<file path="config.mk">
export PLATFORM = sky130hd
export DESIGN_NAME = sbo_lane
export DESIGN_NICKNAME = d
export VERILOG_FILES = /design/src/sv/sbo_pkg.sv /design/src/sv/sbo_lane.sv
export SDC_FILE = /design/constraint.sdc
export NUM_CORES = 1
export LEC_CHECK = 0
export ABC_AREA = 1
export BUFFER_PORTS_ARGS = -buffer_cell sky130_fd_sc_hd__buf_2
export CORE_MARGIN = 2
export CORE_UTILIZATION = 54
export CTS_CLUSTER_DIAMETER = 30
export CTS_CLUSTER_SIZE = 8
export DETAILED_ROUTE_END_ITERATION = 12
export GPL_ROUTABILITY_DRIVEN = 0
export HOLD_SLACK_MARGIN = 0.06
export PLACE_DENSITY = 0.8
export SLEW_MARGIN = 5
export SYNTH_ARGS = -nofsm -noshare
export SYNTH_HDL_FRONTEND = slang
export SYNTH_SLANG_ARGS = --single-unit
</file>
<file path="constraint.sdc">
create_clock -name clk -period 4 [get_ports clk]
set_input_delay 0.2 -clock clk [delete_from_list [all_inputs] [get_ports clk]]
set_output_delay 0.2 -clock clk [all_outputs]
set_load 0.01 [all_outputs]
</file>
<file path="src/sv/sbo_pkg.sv">
// Shared types and constants for the segment box occlusion gain block.
package sbo_pkg;

  localparam int GAIN_W = 17;
  localparam logic [GAIN_W-1:0] GAIN_ONE = 17'd65536;
  localparam int GAIN_FRAC = 16;
  localparam int DIGIT_W = 16;
  localparam int CFG_IDX_W = 2;

  localparam logic [CFG_IDX_W-1:0] REG_MIN_GAIN = 2'd0;
  localparam logic [CFG_IDX_W-1:0] REG_HF_FLOOR = 2'd1;
  localparam logic [CFG_IDX_W-1:0] REG_BLOCKED  = 2'd2;

  localparam logic CMD_BEGIN = 1'b0;
  localparam logic CMD_BOX   = 1'b1;

  typedef enum logic [2:0] {
    TS_IDLE, TS_START, TS_WAIT, TS_VIS, TS_GAIN
  } top_state_t;

  typedef enum logic [1:0] {
    MS_IDLE, MS_ISSUE, MS_WAIT, MS_DONE
  } merge_state_t;

  typedef enum logic [1:0] {
    ST_LO, ST_HI, ST_FIN
  } step_t;

  typedef struct packed {
    logic done;
    logic pos;
    logic neg;
  } cmp_res_t;

  typedef struct packed {
    logic zero;
    logic outside;
  } lane_flags_t;

  function automatic logic [GAIN_W-1:0] sat_one(input logic [GAIN_W-1:0] v);
    return (v > GAIN_ONE) ? GAIN_ONE : v;
  endfunction

endpackage

</file>
<file path="src/sv/sbo_lane.sv">
// One axis lane: slab numerators, delta magnitude and degenerate-axis flags.
module sbo_lane #(
  parameter int W = 32
) (
  input  logic                   clk,
  input  logic                   load,
  input  logic signed [W-1:0]    o,
  input  logic signed [W-1:0]    e,
  input  logic signed [W-1:0]    mn,
  input  logic signed [W-1:0]    mx,
  output logic signed [W:0]      n0,
  output logic signed [W:0]      n1,
  output logic        [W-1:0]    d,
  output sbo_pkg::lane_flags_t   flags
);

  logic signed [W:0] dl, a0, a1, b0, b1, dm;

  always_comb begin
    dl = (W+1)'(e) - (W+1)'(o);
    a0 = (W+1)'(mn) - (W+1)'(o);
    a1 = (W+1)'(mx) - (W+1)'(o);
    if (dl < 0) begin
      a0 = -a0;
      a1 = -a1;
      dm = -dl;
    end else begin
      dm = dl;
    end
    if (a0 > a1) begin
      b0 = a1;
      b1 = a0;
    end else begin
      b0 = a0;
      b1 = a1;
    end
  end

  always_ff @(posedge clk) begin
    if (load) begin
      n0 <= b0;
      n1 <= b1;
      d <= dm[W-1:0];
      flags.zero <= (dl == 0);
      flags.outside <= (o < mn) || (o > mx);
    end
  end

endmodule

</file>
==> results.py, run 1 <==
metrics = {
    "status": {
        "status": "stopped before the end",
        "stop_stage": "5_1_grt",
        "firstError": "[ERROR GRT-0228] Horizontal edge usage exceeds the maximum allowed. (16, 3) usage=65535 limit=3200",
    },
    "synth": {
        "synthMuxAreaShare_pct": 0,
        "yosysSeqAreaShare_pct": 20.4,
        "yosys.cell_types.count": 55,
        "ys_seq_elements": 100,
        "yosys_warnings": 0,
        "syn_nets": 2735,
        "synthSimpleGateAreaFrac_pct": 41.4,
        "synth_ff_type": "edfxtp_1",
        "synth_top_family_by_area": "simple AND/OR/NAND/NOR gates",
        "syn_inst": 2469,
        "synth_fa_ha_area_share_pct": 11.7,
        "synth_edf_count": 100,
        "synth_xor_area_share_pct": 5.40,
        "syn_area_mm2": 0.0148,
        "postSynth.asyncResetShare_pct": 0,
        "synth.avg_cell_area_um2": 5.98,
        "synth-compound-area-share_pct": 9.34,
    },
    "placed_design": {
        "portBuffers": 229,
        "hpwl_mm": 45.4,
    },
    "clocking": {
        "cts-htree-levels": 3,
        "clock-sinks": 100,
        "root_buffer": "clkbuf_16",
        "cts_made_buffers": 9,
        "clockBufferDepth": 2,
        "postCtsHoldBufs": 0,
    },
    "global_route": {
        "grt_max_degree": 72,
    },
    "die": {
        "io_pins": 230,
        "start_util_pct": 54.9,
        "fp.dieH_um": 169,
        "die_w_um": 169,
        "std_cell_rows": 60,
    },
    "sta": {
        "postGrtWorstEndpoint": "n1[27]$_DFFE_PP_/D",
        "worst-ep-kind": "sequential cell input",
    },
}
## what timing repair did
action | in CTS
gates resized for setup | 176
gates cloned | 4
buffers inserted | 60
endpoints found under the setup margin | 66
pin swaps | 56
## logic make-up after synthesis
| group | Yosys count |
|---|---|
| AOI/OAI and AO/OA | 248 |
| xor gates and xnor gates | 85 |
| adders and majority gates | 136 |
| buffers and inverters | 447 |
| DFF | 100 |
| and+or+nand+nor | 1453 |
## per-stage QoR
step / cells / util, % / setup WS (ps) / instance area [um^2]
floorplan: 2469 / - / -202 / 15000
global placement: 3505 / 74.7 / -795 / 20100
detailed placement: 3505 / 74.7 / -1020 / 20100
CTS: 3584 / 80.3 / -299 / 21600
## Yosys cell counts (5+ instances only)
master    count  area, um^2
o211ai_1      5        37.5
inv_2        13        48.8
xor2_1       53         464
nand2_1     934        3510
nor2_1      206         773
nand3_1     159         796
nand3_2       8        80.1
nor3_1       24         120
o21a_1        6        45.0
o21ai_1      38         190
xnor2_1      25         219
nor4_1        5        31.3
nand2_2      24         150
a21oi_1     110         551
xor2_2        5        81.3
ha_1        133        1660
o21ai_0      58         290
nor2_2       16         100
o21bai_1      7        52.6
nand4_1      39         244
edfxtp_1    100        3000
inv_1       408        1530
buf_2        13        65.1
nand3b_1     19         143
==> inputs of run 2 (changes only) <==
--- a/config.mk
+++ b/config.mk
@@ -8,13 +8,10 @@
 export ABC_AREA = 1
 export BUFFER_PORTS_ARGS = -buffer_cell sky130_fd_sc_hd__buf_2
 export CORE_MARGIN = 2
-export CORE_UTILIZATION = 54
-export CTS_CLUSTER_DIAMETER = 30
-export CTS_CLUSTER_SIZE = 8
+export CORE_UTILIZATION = 39
 export DETAILED_ROUTE_END_ITERATION = 12
 export GPL_ROUTABILITY_DRIVEN = 0
-export HOLD_SLACK_MARGIN = 0.06
-export PLACE_DENSITY = 0.8
+export PLACE_DENSITY_LB_ADDON = 0.15
 export SLEW_MARGIN = 5
 export SYNTH_ARGS = -nofsm -noshare
 export SYNTH_HDL_FRONTEND = slang
==> constraint.sdc (replaced) <==
create_clock -name clk -period 5.2 [get_ports clk]
set_input_delay 0.26 -clock clk [delete_from_list [all_inputs] [get_ports clk]]
set_output_delay 0.26 -clock clk [all_outputs]
set_load 0.01 [all_outputs]
==> run 2 against run 1 <==
The run now ends clean. Synthesized cell count is the same. Synthesized area unchanged.
==> results.py, run 2 <==
metrics = {
    "detailed_routing": {
        "drc": 0,
        "wl_per_cell_um": 16.2,
        "routed_wl_mm": 52.5,
        "dr.pass1.iters": 6,
        "drt_iter0_markers": 1692,
        "vias_per_cell": 5.03,
        "ant_nets": 0,
        "num_vias": 16200,
    },
    "sta": {
        "tns_ps": 0,
        "max_slew_margin_pct": 46.7,
        "rsz0062_at_grt": "false",
        "finalHoldViolCount": 0,
        "post-route-period-util_pct": 93.2,
        "setup_viol": 0,
        "period_minus_slack_ps": 4850,
        "drv_slew": 0,
        "max_freq_ghz": 0.206,
        "layout_setup_ws_ps": 352,
        "worst_pin_slew_ps": 800,
    },
    "clocking": {
        "cts_tree": "done",
        "cts-htree-levels": 3,
        "clk_pin_slew_ps": 100,
        "clockBufferDepth": 2,
        "cts_resized": 0,
        "root_buffer": "clkbuf_16",
        "postCtsHoldBufs": 0,
        "cts_made_buffers": 9,
        "cts_setup_buffers": 0,
        "clock-sinks": 100,
    },
    "final_layout": {
        "reg.largest.list": "n0: 33 flops, n1: 33 flops, d: 32 flops",
        "drive_above_1_share_pct": 13.5,
        "final_common_cell": "nand2_1",
        "fillers": 4105,
        "fin_nets": 2980,
        "fin_cells": 3231,
        "area_delta_synth_final_pct": 14.8,
        "final_cell_mix": "nand2_1, inv_1, buf_2, nor2_1, nand3_1",
    },
    "synth": {
        "synth_most_common_cell": "nand2_1",
        "synthTopCellsByArea": "nand2_1, edfxtp_1, ha_1",
        "synth_common_cells": "nand2_1, inv_1, nor2_1",
        "syn_nets": 2735,
        "yosys.cell_types.count": 55,
        "yosys.area.top_type_share_pct": 23.8,
        "postSynth.asyncResetShare_pct": 0,
        "synth_top_cell_by_area": "nand2_1",
        "synth_edf_count": 100,
        "syn_inst": 2469,
        "yosys_warnings": 0,
        "syn_area_mm2": 0.0148,
        "ys_seq_elements": 100,
        "yosysSeqAreaShare_pct": 20.4,
        "synth_ff_type": "edfxtp_1",
        "synth.avg_cell_area_um2": 5.98,
    },
    "global_route": {
        "grt_max_degree": 67,
        "grt_pass1_wl_mm": 81.4,
        "antenna_found_initial": 1,
        "grt_pass1_vias": 14900,
        "overflow": 0,
        "grt_usage_pct": 27.0,
    },
    "critical_path": {
        "crit_type": "primary input to flip-flop",
        "cp_top_family": "simple AND/OR/NAND/NOR gates",
        "crit_arrival_ps": 5000,
        "critical_path_required_ps": 5350,
        "slowest_delay_ps": 500,
        "cp_num_buf_inv": 7,
        "crit_top_cell": "nand2_1",
        "endpoint_kind": "flip-flop",
        "start_kind": "primary input",
        "slowest_stage": "ha_1",
        "cp_max_fo": 66,
    },
    "die": {
        "std_cell_rows": 71,
        "start_util_pct": 39.4,
        "die_w_um": 199,
        "die_area_mm2": 0.0394,
        "io_pins": 230,
        "fp.dieH_um": 199,
        "core-area_mm2": 0.0375,
    },
    "placed_design": {
        "portBuffers": 229,
        "dp_cells": 3214,
        "dp_slack_ps": 20.4,
        "hpwl_mm": 44.6,
    },
    "min_path": {
        "holdCritPathClass": "primary input to flip-flop",
        "hold_start": "o[0]",
        "min_path_cells": 3,
        "hold_path_end": "d[0]",
    },
    "power": {
        "ir_drop_mv": 0.357,
        "p_per_area_mw_per_mm2": 339,
        "p_leak_nw": 9.40,
        "total_power_mw": 5.74,
    },
    "status": {
        "status": "finished clean",
    },
    "job": {
        "drv_cap": 0,
    },
}
[run 2: worst max path at each step]
stage                         to   from  slack, ps  cells past startpoint
final                     n0[27]  o[31]        350                     26
after floorplan           n1[14]  mn[0]        820                     32
after detailed placement  n0[27]  o[17]         20                     27
after global routing      n0[17]   o[0]         10                     31
after CTS                  n0[5]  o[17]        410                     27
after global placement    n0[27]  o[17]          8                     27
[run 2: through the flow]
| step | area, um^2 | hold slack (ps) | util, % |
|---|---|---|---|
| floorplan | 14800 | 372 | - |
| global placement | 16600 | 668 | 44.4 |
| detailed placement | 16600 | 670 | 44.4 |
| CTS | 16900 | 378 | 45.1 |
| global route | 16900 | 408 | 45.2 |
| finish | 16900 | 388 | 45.2 |
[run 2: cells by family after synthesis]
kind of cell,count (synthesis),share of synthesized area (%)
buf+inv,447,11.8
simple gates,1453,41.4
fa+ha+maj,136,11.7
compound gates,248,9.34
xor+xnor,85,5.40
flops,100,20.4
[run 2: metal layers]
metal / up-vias / global-route usage (%) / part of all wire (%)
li1: 8327 / - / -
met1: 7219 / 38.9 / 48
met2: 641 / 41.7 / 42
met3: 52 / 4.29 / 8.2
met4: 0 / 6.77 / 1.6
met5: - / 0 / 0
[run 2: power breakdown]
group          total, mW  internal, mW  switching [mW]  leakage (nW)
clock              0.711         0.329           0.382         0.133
sequential          1.50          1.39           0.105         0.976
combinational       3.53          1.25            2.28          8.29
[run 2: area by class of cell]
cell class | instances | area [um^2] | share of cell area, %
multi-input cells | 1922 | 10000 | 59.2
diodes | 1 | 2.50 | 0.0148
clock buffers | 9 | 225 | 1.33
clock inverters | 7 | 51.3 | 0.303
inverters | 422 | 1590 | 9.38
flip-flops and latches | 100 | 3000 | 17.7
well taps | 511 | 639 | 3.77
repair buffers | 259 | 1400 | 8.28
Note: power is estimated with default switching activity, not from simulation.
