**config.mk**
```make
export PLATFORM = sky130hd
export DESIGN_NAME = sbo_merge
export DESIGN_NICKNAME = d
export VERILOG_FILES = /design/src/sv/sbo_pkg.sv /design/src/sv/sbo_fcmp.sv /design/src/sv/sbo_merge.sv
export SDC_FILE = /design/constraint.sdc
export NUM_CORES = 2
export LEC_CHECK = 0
export ABC_AREA = 1
export BUFFER_PORTS_ARGS = -buffer_cell sky130_fd_sc_hd__buf_2
export CELL_PAD_IN_SITES_DETAIL_PLACEMENT = 1
export CELL_PAD_IN_SITES_GLOBAL_PLACEMENT = 2
export CORE_ASPECT_RATIO = 0.5
export CORE_MARGIN = 4
export CORE_UTILIZATION = 36
export DETAILED_ROUTE_END_ITERATION = 16
export HOLD_SLACK_MARGIN = 0.05
export PLACE_DENSITY_LB_ADDON = 0.1
export SLEW_MARGIN = 20
export SYNTH_ARGS = -nofsm -noshare
export SYNTH_HDL_FRONTEND = slang
export SYNTH_SLANG_ARGS = --single-unit
```
**constraint.sdc**
```tcl
create_clock -name clk -period 14.7 [get_ports clk]
set_input_delay 2.94 -clock clk [delete_from_list [all_inputs] [get_ports clk]]
set_output_delay 2.94 -clock clk [all_outputs]
set_load 0.05 [all_outputs]
```
**src/sv/sbo_pkg.sv**
```systemverilog
// Shared types and constants for the segment box occlusion gain block.
package sbo_pkg;

  localparam int GAIN_W = 17;
  localparam logic [GAIN_W-1:0] GAIN_ONE = 17'd65536;
  localparam int GAIN_FRAC = 16;
  localparam int DIGIT_W = 16;
  localparam int CFG_IDX_W = 2;

  localparam logic [CFG_IDX_W-1:0] REG_MIN_GAIN = 2'd0;
  localparam logic [CFG_IDX_W-1:0] REG_HF_FLOOR = 2'd1;
  localparam logic [CFG_IDX_W-1:0] REG_BLOCKED  = 2'd2;

  localparam logic CMD_BEGIN = 1'b0;
  localparam logic CMD_BOX   = 1'b1;

  typedef enum logic [2:0] {
    TS_IDLE, TS_START, TS_WAIT, TS_VIS, TS_GAIN
  } top_state_t;

  typedef enum logic [1:0] {
    MS_IDLE, MS_ISSUE, MS_WAIT, MS_DONE
  } merge_state_t;

  typedef enum logic [1:0] {
    ST_LO, ST_HI, ST_FIN
  } step_t;

  typedef struct packed {
    logic done;
    logic pos;
    logic neg;
  } cmp_res_t;

  typedef struct packed {
    logic zero;
    logic outside;
  } lane_flags_t;

  function automatic logic [GAIN_W-1:0] sat_one(input logic [GAIN_W-1:0] v);
    return (v > GAIN_ONE) ? GAIN_ONE : v;
  endfunction

endpackage

```
**src/sv/sbo_fcmp.sv**
```systemverilog
// Multi-cycle exact fraction compare: sign of an*bd - bn*ad, one digit product a cycle.
module sbo_fcmp #(
  parameter int W = 32
) (
  input  logic                 clk,
  input  logic                 rst,
  input  logic                 start,
  input  logic signed [W:0]    an,
  input  logic        [W-1:0]  ad,
  input  logic signed [W:0]    bn,
  input  logic        [W-1:0]  bd,
  output sbo_pkg::cmp_res_t    res
);

  localparam int NW = W + 1;
  localparam int DIG = sbo_pkg::DIGIT_W;
  localparam int ND = (W + DIG - 1) / DIG;
  localparam int PW = ND * DIG;
  localparam int AW = 2 * W + 2;
  localparam int CW = (ND > 1) ? $clog2(ND) : 1;
  localparam int PRW = NW + DIG + 1;

  logic                 busy;
  logic                 half;
  logic [CW-1:0]        cnt;
  logic signed [AW-1:0] acc;
  logic signed [NW-1:0] xa, xb;
  logic [PW-1:0]        ya, yb;
  logic signed [NW-1:0] mc;
  logic [DIG-1:0]       dg;
  logic signed [PRW-1:0] part;
  logic signed [AW-1:0] partx, acc_next;

  always_comb begin
    mc = half ? xb : xa;
    dg = half ? yb[cnt*DIG +: DIG] : ya[cnt*DIG +: DIG];
    part = PRW'(mc) * $signed({1'b0, dg});
    partx = AW'(part);
    acc_next = half ? (acc - partx) : ((acc <<< DIG) + partx);
  end

  always_ff @(posedge clk) begin
    if (rst) begin
      busy <= 1'b0;
      res <= '0;
    end else begin
      res.done <= busy && !start && half && (cnt == '0);
      if (start) begin
        busy <= 1'b1;
        half <= 1'b0;
        cnt <= CW'(ND - 1);
        acc <= '0;
        xa <= an;
        xb <= bn;
        ya <= PW'(bd);
        yb <= PW'(ad);
      end else if (busy) begin
        acc <= acc_next;
        half <= ~half;
        if (half) begin
          if (cnt == '0) begin
            busy <= 1'b0;
            res.pos <= (acc_next > 0);
            res.neg <= (acc_next < 0);
          end else begin
            cnt <= cnt - 1'b1;
          end
        end
      end
    end
  end

endmodule

```
**src/sv/sbo_merge.sv**
```systemverilog
// Merge stage: walks the axis lanes and narrows the [lo, hi] interval to decide a hit.
module sbo_merge #(
  parameter int W = 32
) (
  input  logic                  clk,
  input  logic                  rst,
  input  logic                  start,
  input  logic signed [W:0]     n0 [3],
  input  logic signed [W:0]     n1 [3],
  input  logic        [W-1:0]   d [3],
  input  sbo_pkg::lane_flags_t  flags [3],
  output logic                  done,
  output logic                  hit
);

  sbo_pkg::merge_state_t state, state_next;
  sbo_pkg::step_t        step;
  sbo_pkg::cmp_res_t     res;
  logic [1:0]            ax;
  logic                  miss;
  logic                  cmp_start;
  logic signed [W:0]     lo_n, hi_n, an, bn;
  logic [W-1:0]          lo_d, hi_d, ad, bd;
  logic                  skip;

  always_comb begin
    skip = (step != sbo_pkg::ST_FIN) && flags[ax].zero;
    unique case (step)
      sbo_pkg::ST_LO: begin
        an = n0[ax]; ad = d[ax]; bn = lo_n; bd = lo_d;
      end
      sbo_pkg::ST_HI: begin
        an = n1[ax]; ad = d[ax]; bn = hi_n; bd = hi_d;
      end
      default: begin
        an = lo_n; ad = lo_d; bn = hi_n; bd = hi_d;
      end
    endcase
  end

  sbo_fcmp #(.W(W)) u_fcmp (
    .clk(clk), .rst(rst), .start(cmp_start),
    .an(an), .ad(ad), .bn(bn), .bd(bd), .res(res)
  );

  always_ff @(posedge clk) begin
    if (rst) state <= sbo_pkg::MS_IDLE;
    else state <= state_next;
  end

  always_comb begin
    state_next = state;
    cmp_start = 1'b0;
    done = 1'b0;
    unique case (state)
      sbo_pkg::MS_IDLE: begin
        if (start) state_next = sbo_pkg::MS_ISSUE;
      end
      sbo_pkg::MS_ISSUE: begin
        if (!skip) begin
          cmp_start = 1'b1;
          state_next = sbo_pkg::MS_WAIT;
        end
      end
      sbo_pkg::MS_WAIT: begin
        if (res.done) begin
          state_next = (step == sbo_pkg::ST_FIN) ? sbo_pkg::MS_DONE : sbo_pkg::MS_ISSUE;
        end
      end
      sbo_pkg::MS_DONE: begin
        done = 1'b1;
        state_next = sbo_pkg::MS_IDLE;
      end
      default: state_next = sbo_pkg::MS_IDLE;
    endcase
  end

  assign hit = ~miss;

  always_ff @(posedge clk) begin
    if (state == sbo_pkg::MS_IDLE && start) begin
      lo_n <= '0;
      lo_d <= W'(1);
      hi_n <= (W+1)'(1);
      hi_d <= W'(1);
      ax <= 2'd0;
      step <= sbo_pkg::ST_LO;
      miss <= (flags[0].zero && flags[0].outside) || (flags[1].zero && flags[1].outside)
           || (flags[2].zero && flags[2].outside);
    end else if (state == sbo_pkg::MS_ISSUE && skip) begin
      if (ax == 2'd2) step <= sbo_pkg::ST_FIN;
      else ax <= ax + 2'd1;
    end else if (state == sbo_pkg::MS_WAIT && res.done) begin
      unique case (step)
        sbo_pkg::ST_LO: begin
          if (res.pos) begin
            lo_n <= n0[ax];
            lo_d <= d[ax];
          end
          step <= sbo_pkg::ST_HI;
        end
        sbo_pkg::ST_HI: begin
          if (res.neg) begin
            hi_n <= n1[ax];
            hi_d <= d[ax];
          end
          if (ax == 2'd2) begin
            step <= sbo_pkg::ST_FIN;
          end else begin
            step <= sbo_pkg::ST_LO;
            ax <= ax + 2'd1;
          end
        end
        default: begin
          if (res.pos) miss <= 1'b1;
        end
      endcase
    end
  end

endmodule

```
* Yosys cells after proc, flatten, opt, wreduce, memory -nomap -nowiden
Cells that the tools add are included.
Widths: inputs -> output; s select.
** Storage, ports and cells
- Flip-flop bits (word level) :: 339
- Bits in latches :: 0
- Memory bits (writable) :: 0
- Bits in read-only memories :: 0
- Input bits :: 303
- Output and inout port bits :: 2
- Logic and storage cells :: 132
- Memories kept :: 0
** Cells by class
- Add/subtract/negate cells :: 4
- Multipliers :: 1
- Divide/modulo/power cells :: 0
- $lt $le $gt $ge :: 3
- Equality and inequality tests :: 13
- Shifts and indexed selects :: 2
- Multiplexer cells :: 50
- Bitwise operators :: 7
- Reductions and logical operators :: 33
** Operators by type and width (count)
- $mux 33 :: 6
- $bmux 33 s2 :: 2
- $mux 66 :: 2
- $mux 32 :: 4
- $add 66x50->66 :: 1
- $gt 66x1->1 const B :: 1
- $lt 66x1->1 const B :: 1
- $pmux 33 s2 :: 1
- $sub 66x50->66 :: 1
- $bmux 32 s2 :: 1
- $shiftx 32x6->16 :: 2
- $mul 33x17->50 :: 1
- $mux 2 :: 14
- $mux 1 :: 16
- $mux 16 :: 1
- $reduce_and 4->1 :: 4
- $reduce_bool 2->1 :: 6
- $logic_and 1x1->1 :: 10
- $reduce_and 3->1 :: 3
- $eq 2x2->1 const B :: 4
- $ne 2x2->1 const B :: 4
- $pmux 2 s4 :: 1
- $ne 2x1->1 const B :: 3
- $not 1->1 :: 6
- 13 further kinds :: 18

* Longest topological paths before layout
- Depth after elaboration :: 11
- Gate-level depth with buffers :: 66
- Gate-level depth less buffers :: 61

* Cells and area by module
Synthesis repeated with hierarchy kept, for this count alone.
** Second synthesis, totals
- Cells, all modules :: 6088
- Area total of the unflattened synthesis :: 43152.6 um2
** Modules (own cells, without submodules)
- sbo_fcmp :: times used 1, cells each 4565, area an instance 34551.9 um2, sequential area each 6025.8 um2
- sbo_merge :: times used 1, cells each 1523, area an instance 8600.7 um2, sequential area each 2752.6 um2

* Least setup slack after synthesis
Ideal clock, no wire load.
- Path type :: register -> register
- Start point :: register u_fcmp.half
- End point :: register, netlist name u_fcmp.res[1]
- Setup time :: 0.116 ns
- Arrival :: 10.165 ns
- Data required time :: 14.584 ns
- Setup slack :: 4.419 ns
- Cell stages (with the launch flop) :: 57
- Path buffers :: 5
- Period minus slack after synthesis :: 10.281 ns
- Cells stage by stage :: edfxtp_1 -> clkbuf_1 -> clkbuf_1 -> buf_1 -> clkbuf_1 -> buf_1 -> nand2_1 -> o21ai_1 -> clkinv_1 -> nor2_1 -> fa_1 -> inv_1 -> fa_1 -> fa_1 -> inv_1 -> fa_1 -> fa_1 -> inv_1 -> (+21 left out) -> a21oi_1 -> o21a_1 -> nor2_1 -> or2_2 -> a21oi_1 -> o21ai_0 -> a21o_1 -> a21oi_1 -> o21ai_0 -> or2_2 -> nand3_1 -> nand2_1 -> nor2_1 -> nand2_1 -> nor2_1 -> nand3_1 -> nand2_1 -> a21oi_1
** On the way
- Cells in the longest elaborated chain, start to end :: 5
- Elaborated cells between the ends (all ways) :: 8
- Classes of those cells :: add/sub: 2; mul: 1; order compare: 1; mux: 3; reduce/logical: 1
** Ends and longest elaborated chain
- from (decl) :: line sbo_fcmp.sv:24 : logic half;
- from (signal assigned) :: line sbo_fcmp.sv:59 : half <= ~half;
- $mux 33 / $mux 16 (equally long branches) :: line sbo_fcmp.sv:35, sbo_fcmp.sv:36
- $mul 33x17->50 :: line sbo_fcmp.sv:37 : part = PRW'(mc) * $signed({1'b0, dg});
- $add 66x50->66 / $sub 66x50->66 (equally long branches) :: line sbo_fcmp.sv:39 : acc_next = half ? (acc - partx) : ((acc <<< DIG) + partx);
- $mux 66 :: line sbo_fcmp.sv:39
- $gt 66x1->1 :: line sbo_fcmp.sv:63 : res.pos <= (acc_next > 0);
Several ways; a longest one is shown, not always the timed one.
A chain may end at the register's enable or synchronous reset.

* Final worst setup path
- Start point :: register u_fcmp.half
- End point :: register, netlist name u_fcmp.res[1]
** On the way
- Cells in the longest elaborated chain, start to end :: 5
- Elaborated cells between the ends (all ways) :: 8
- Classes of those cells :: add/sub: 2; mul: 1; order compare: 1; mux: 3; reduce/logical: 1
** Ends and longest elaborated chain (line)
- $mux 33 / $mux 16 (equally long branches) :: sbo_fcmp.sv:35, sbo_fcmp.sv:36
- $mul 33x17->50 :: sbo_fcmp.sv:37
- $add 66x50->66 / $sub 66x50->66 (equally long branches) :: sbo_fcmp.sv:39
- $mux 66 :: sbo_fcmp.sv:39
- $gt 66x1->1 :: sbo_fcmp.sv:63
Several ways; a longest one is shown, not always the timed one.

==> flow_metrics.env <==
export IMPL_whs_endpoint="hi_n[24]"
export IMPL_htree_levels=2
export IMPL_status="finished clean"
export IMPL_drtIter0Drc=2716
export IMPL_startpoint_type="register"
export IMPL_track_usage_pct=27.21
export IMPL_ioPinCount=305
export IMPL_yosysSeqAreaShare_pct=20.76
export IMPL_path_clk_slew_ns=0.07
export IMPL_start_util_pct=36.47
export IMPL_synth_top_family_by_area="adder cells"
export IMPL_cts_made_buffers=38
export IMPL_fmax_ghz=0.08053
export IMPL_rsz0062_at_grt="no"
export IMPL_synth_cell_area_um2=42290
export IMPL_place_congestion=0.9130
export IMPL_synth_xor_area_share_pct=1.615
export IMPL_cp_end_kind="register"
export IMPL_async_flop_share_pct=0
export IMPL_cts_tree="yes"
export IMPL_grt_max_degree=103
export IMPL_drt_total_wl_um=170800
export IMPL_synth_ff_type="edfxtp_1"
export IMPL_tightest_slew_ns=1.127
export IMPL_cts_resized=0
export IMPL_core_area_um2=115900
export IMPL_synth_compound_area_share_pct=11.15
export IMPL_overflow=0
export IMPL_slew_headroom_pct=24.41
export IMPL_syn_inst=5852
export IMPL_drive_gt1_share_pct=9.206
export IMPL_clock_latency_ns=0.63
export IMPL_cts_root_buf="clkbuf_16"
export IMPL_fp_dieArea_um2=123300
export IMPL_routedWlPerCell_um=22.33
export IMPL_cts_max_path_buffers=3
export IMPL_die_x_um=492.7
export IMPL_cp_common_cell="nand2_1"
export IMPL_syn_nets=6891
export IMPL_antenna_found_initial=6
export IMPL_hold_buffers=0
export IMPL_drtAntennaViolNets=0
export IMPL_critPathMaxStageDelay_ns=0.76
export IMPL_worstSetupPathType="register to register"
export IMPL_maxSlewViolCount=0
export IMPL_rrSetupSlack_ns=2.28
export IMPL_yosys_warnings=0
export IMPL_row_count=88
export IMPL_setup_tns_ns=0
export IMPL_worstPathRequired_ns=15.21
export IMPL_die_height_um=250.4
export IMPL_synth_edff_count=199
export IMPL_dr_pass1_iters=5
export IMPL_area_growth_syn_to_layout_pct=10.71
export IMPL_reg2reg_from="u_fcmp.half"
export IMPL_post_cts_setup_buffer_count=0
export IMPL_hold_path_startpoint="hi_n[24]"
export IMPL_yosys_area_share_simple_pct=24.68
export IMPL_r2r_cells=52
export IMPL_path_max_fanout=38
export IMPL_setup_viol=0
export IMPL_whs_path_depth=2
export IMPL_worstPathArrival_ns=12.93
export IMPL_hpwl_um=134100
export IMPL_hp_class="register to register"
export IMPL_io_buffers=304
export IMPL_synth_seq_cells=339
export IMPL_final_hold_viol_count=0
export IMPL_r2r_end="u_fcmp.res[1]"
export IMPL_synthMuxAreaShare_pct=0.1184
export IMPL_fin_crit_sh_pct=84.48
export IMPL_grt_pass1_vias=42269
export IMPL_via_per_inst=5.200
export IMPL_yosys_cell_types_count=53
export IMPL_drc=0
export IMPL_avgSynthCellArea_um2=7.226
export IMPL_synth_adder_area_share_pct=30.74
export IMPL_maxCapViolCount=0
export IMPL_post_route_min_period_ns=12.42
export IMPL_num_vias=39767
export IMPL_grt_pass1_wl_um=259500
export IMPL_nets=7081
export IMPL_slowest_stage="clkinv_1"
export IMPL_clock_sink_count=339
export IMPL_finClkSkew_ns=0.06096
[worst max-delay path: cells and delay by family, from the launching register on]
family                   cells  cell delay [ns]
flip-flops                   1             0.35
XOR/XNOR                     1             0.42
AO/OA/AOI/OAI               15             3.07
adder cells (fa/ha/maj)      8             3.59
buffers and inverters       10             2.23
AND/OR/NAND/NOR             18             2.56
[placed cells by master, fill, tap and decap left out, drive strengths merged, types with 22 or more instances in the layout]
cell / netlist / layout
clkinv: 18 / 29
clkbuf: 202 / 51
a31oi: 24 / 24
or2: 47 / 47
nor2: 669 / 669
inv: 977 / 980
nand3: 295 / 295
a21oi: 364 / 364
edfxtp: 199 / 199
o21ai: 411 / 411
dfxtp: 140 / 140
o21a: 22 / 22
fa: 505 / 505
nand2: 1527 / 1527
xnor2: 22 / 22
ha: 231 / 231
buf: 26 / 378
xor2: 56 / 56
[state kept, by name, summed over array words and instances (netlist names), 3 cells and up]
name        count
u_fcmp.acc     66
hi_d           32
lo_n           33
u_fcmp.xb      33
lo_d           32
u_fcmp.ya      32
u_fcmp.xa      33
u_fcmp.res      3
u_fcmp.yb      32
hi_n           33
[synthesized netlist by cell type, drive strengths merged, types with 2 or more instances]
| library cell | instances | area share, % |
|---|---|---|
| xnor2 | 22 | 0.46 |
| o21ai | 411 | 4.9 |
| a32o | 2 | 0.047 |
| nor4 | 6 | 0.089 |
| a21o | 17 | 0.30 |
| o41ai | 8 | 0.17 |
| nor3 | 19 | 0.22 |
| buf | 26 | 0.31 |
| edfxtp | 199 | 14 |
| dfxtp | 140 | 6.6 |
| xor2 | 56 | 1.2 |
| nand4 | 16 | 0.25 |
| o31ai | 6 | 0.11 |
| nand3b | 8 | 0.14 |
| nand2 | 1527 | 14 |
| clkbuf | 202 | 1.8 |
| clkinv | 18 | 0.16 |
| nor2 | 669 | 6.0 |
| o21bai | 8 | 0.14 |
| a21oi | 364 | 4.3 |
| a221oi | 2 | 0.041 |
| o221ai | 3 | 0.062 |
| mux2i | 5 | 0.12 |
| inv | 977 | 8.7 |
| ha | 231 | 6.8 |
| or2 | 47 | 0.70 |
| a31oi | 24 | 0.37 |
| o211ai | 3 | 0.053 |
| a21boi | 6 | 0.12 |
| o2111ai | 2 | 0.041 |
| fa | 505 | 24 |
| o21a | 22 | 0.39 |
| nand3 | 295 | 3.6 |
[metrics by stage]
stage	setup WS, ns	instances	hold WS [ns]	cell area, µm²	util, %
after CTS	2.309	7647	0.4648	46810	40.38
final	2.282	7648	0.4642	46820	40.38
after floorplan	4.419	5852	0.4393	42290	-
after detailed placement	2.289	7577	0.4556	45540	39.28
after global routing	1.374	7647	0.4768	46820	40.38
after global placement	2.382	7577	0.4522	45530	39.27
[per-layer routing]
metal  track usage [%]  wire [µm]  vias to the layer above
li1                  -          -                    18597
met2             42.83      74870                      993
met3             4.207      10050                      139
met5                 0         27                        -
met1             40.24      83440                    20034
met4             3.806       2431                        4
[cells by family (layout without fill, tap and decap cells)]
logic type                 Yosys count  after routing
and+or+nand+nor                   2587           2587
buffers and inverters             1223           1443
AOI/OAI and AO/OA                  884            884
adders and majority gates          736            736
DFF                                339            339
xor gates and xnor gates            78             78
muxes                                5              5
other                                0              1
[area by class of cell]
type / instances / area [µm²]
inverters: 995 / 3746
multi-input cells: 4290 / 28960
flip-flops and latches: 339 / 8785
clock buffers: 51 / 1030
repair buffers: 378 / 2077
well taps: 1575 / 1971
diodes: 1 / 2.502
fillers: 14578 / 69120
clock inverters: 19 / 245.2
[worst max-delay path by stage]
stage                      startpoint             to  cells after the start
after floorplan           u_fcmp.half  u_fcmp.res[1]                     56
after global placement     u_fcmp.cnt  u_fcmp.res[1]                     53
after detailed placement   u_fcmp.cnt  u_fcmp.res[1]                     53
after CTS                 u_fcmp.half  u_fcmp.res[1]                     52
after global routing      u_fcmp.half  u_fcmp.res[1]                     55
final                     u_fcmp.half  u_fcmp.res[1]                     52
Power is left out: the tool's default activity adds up to more than one toggle a clock period on the data nets, which glitch-free logic cannot reach.
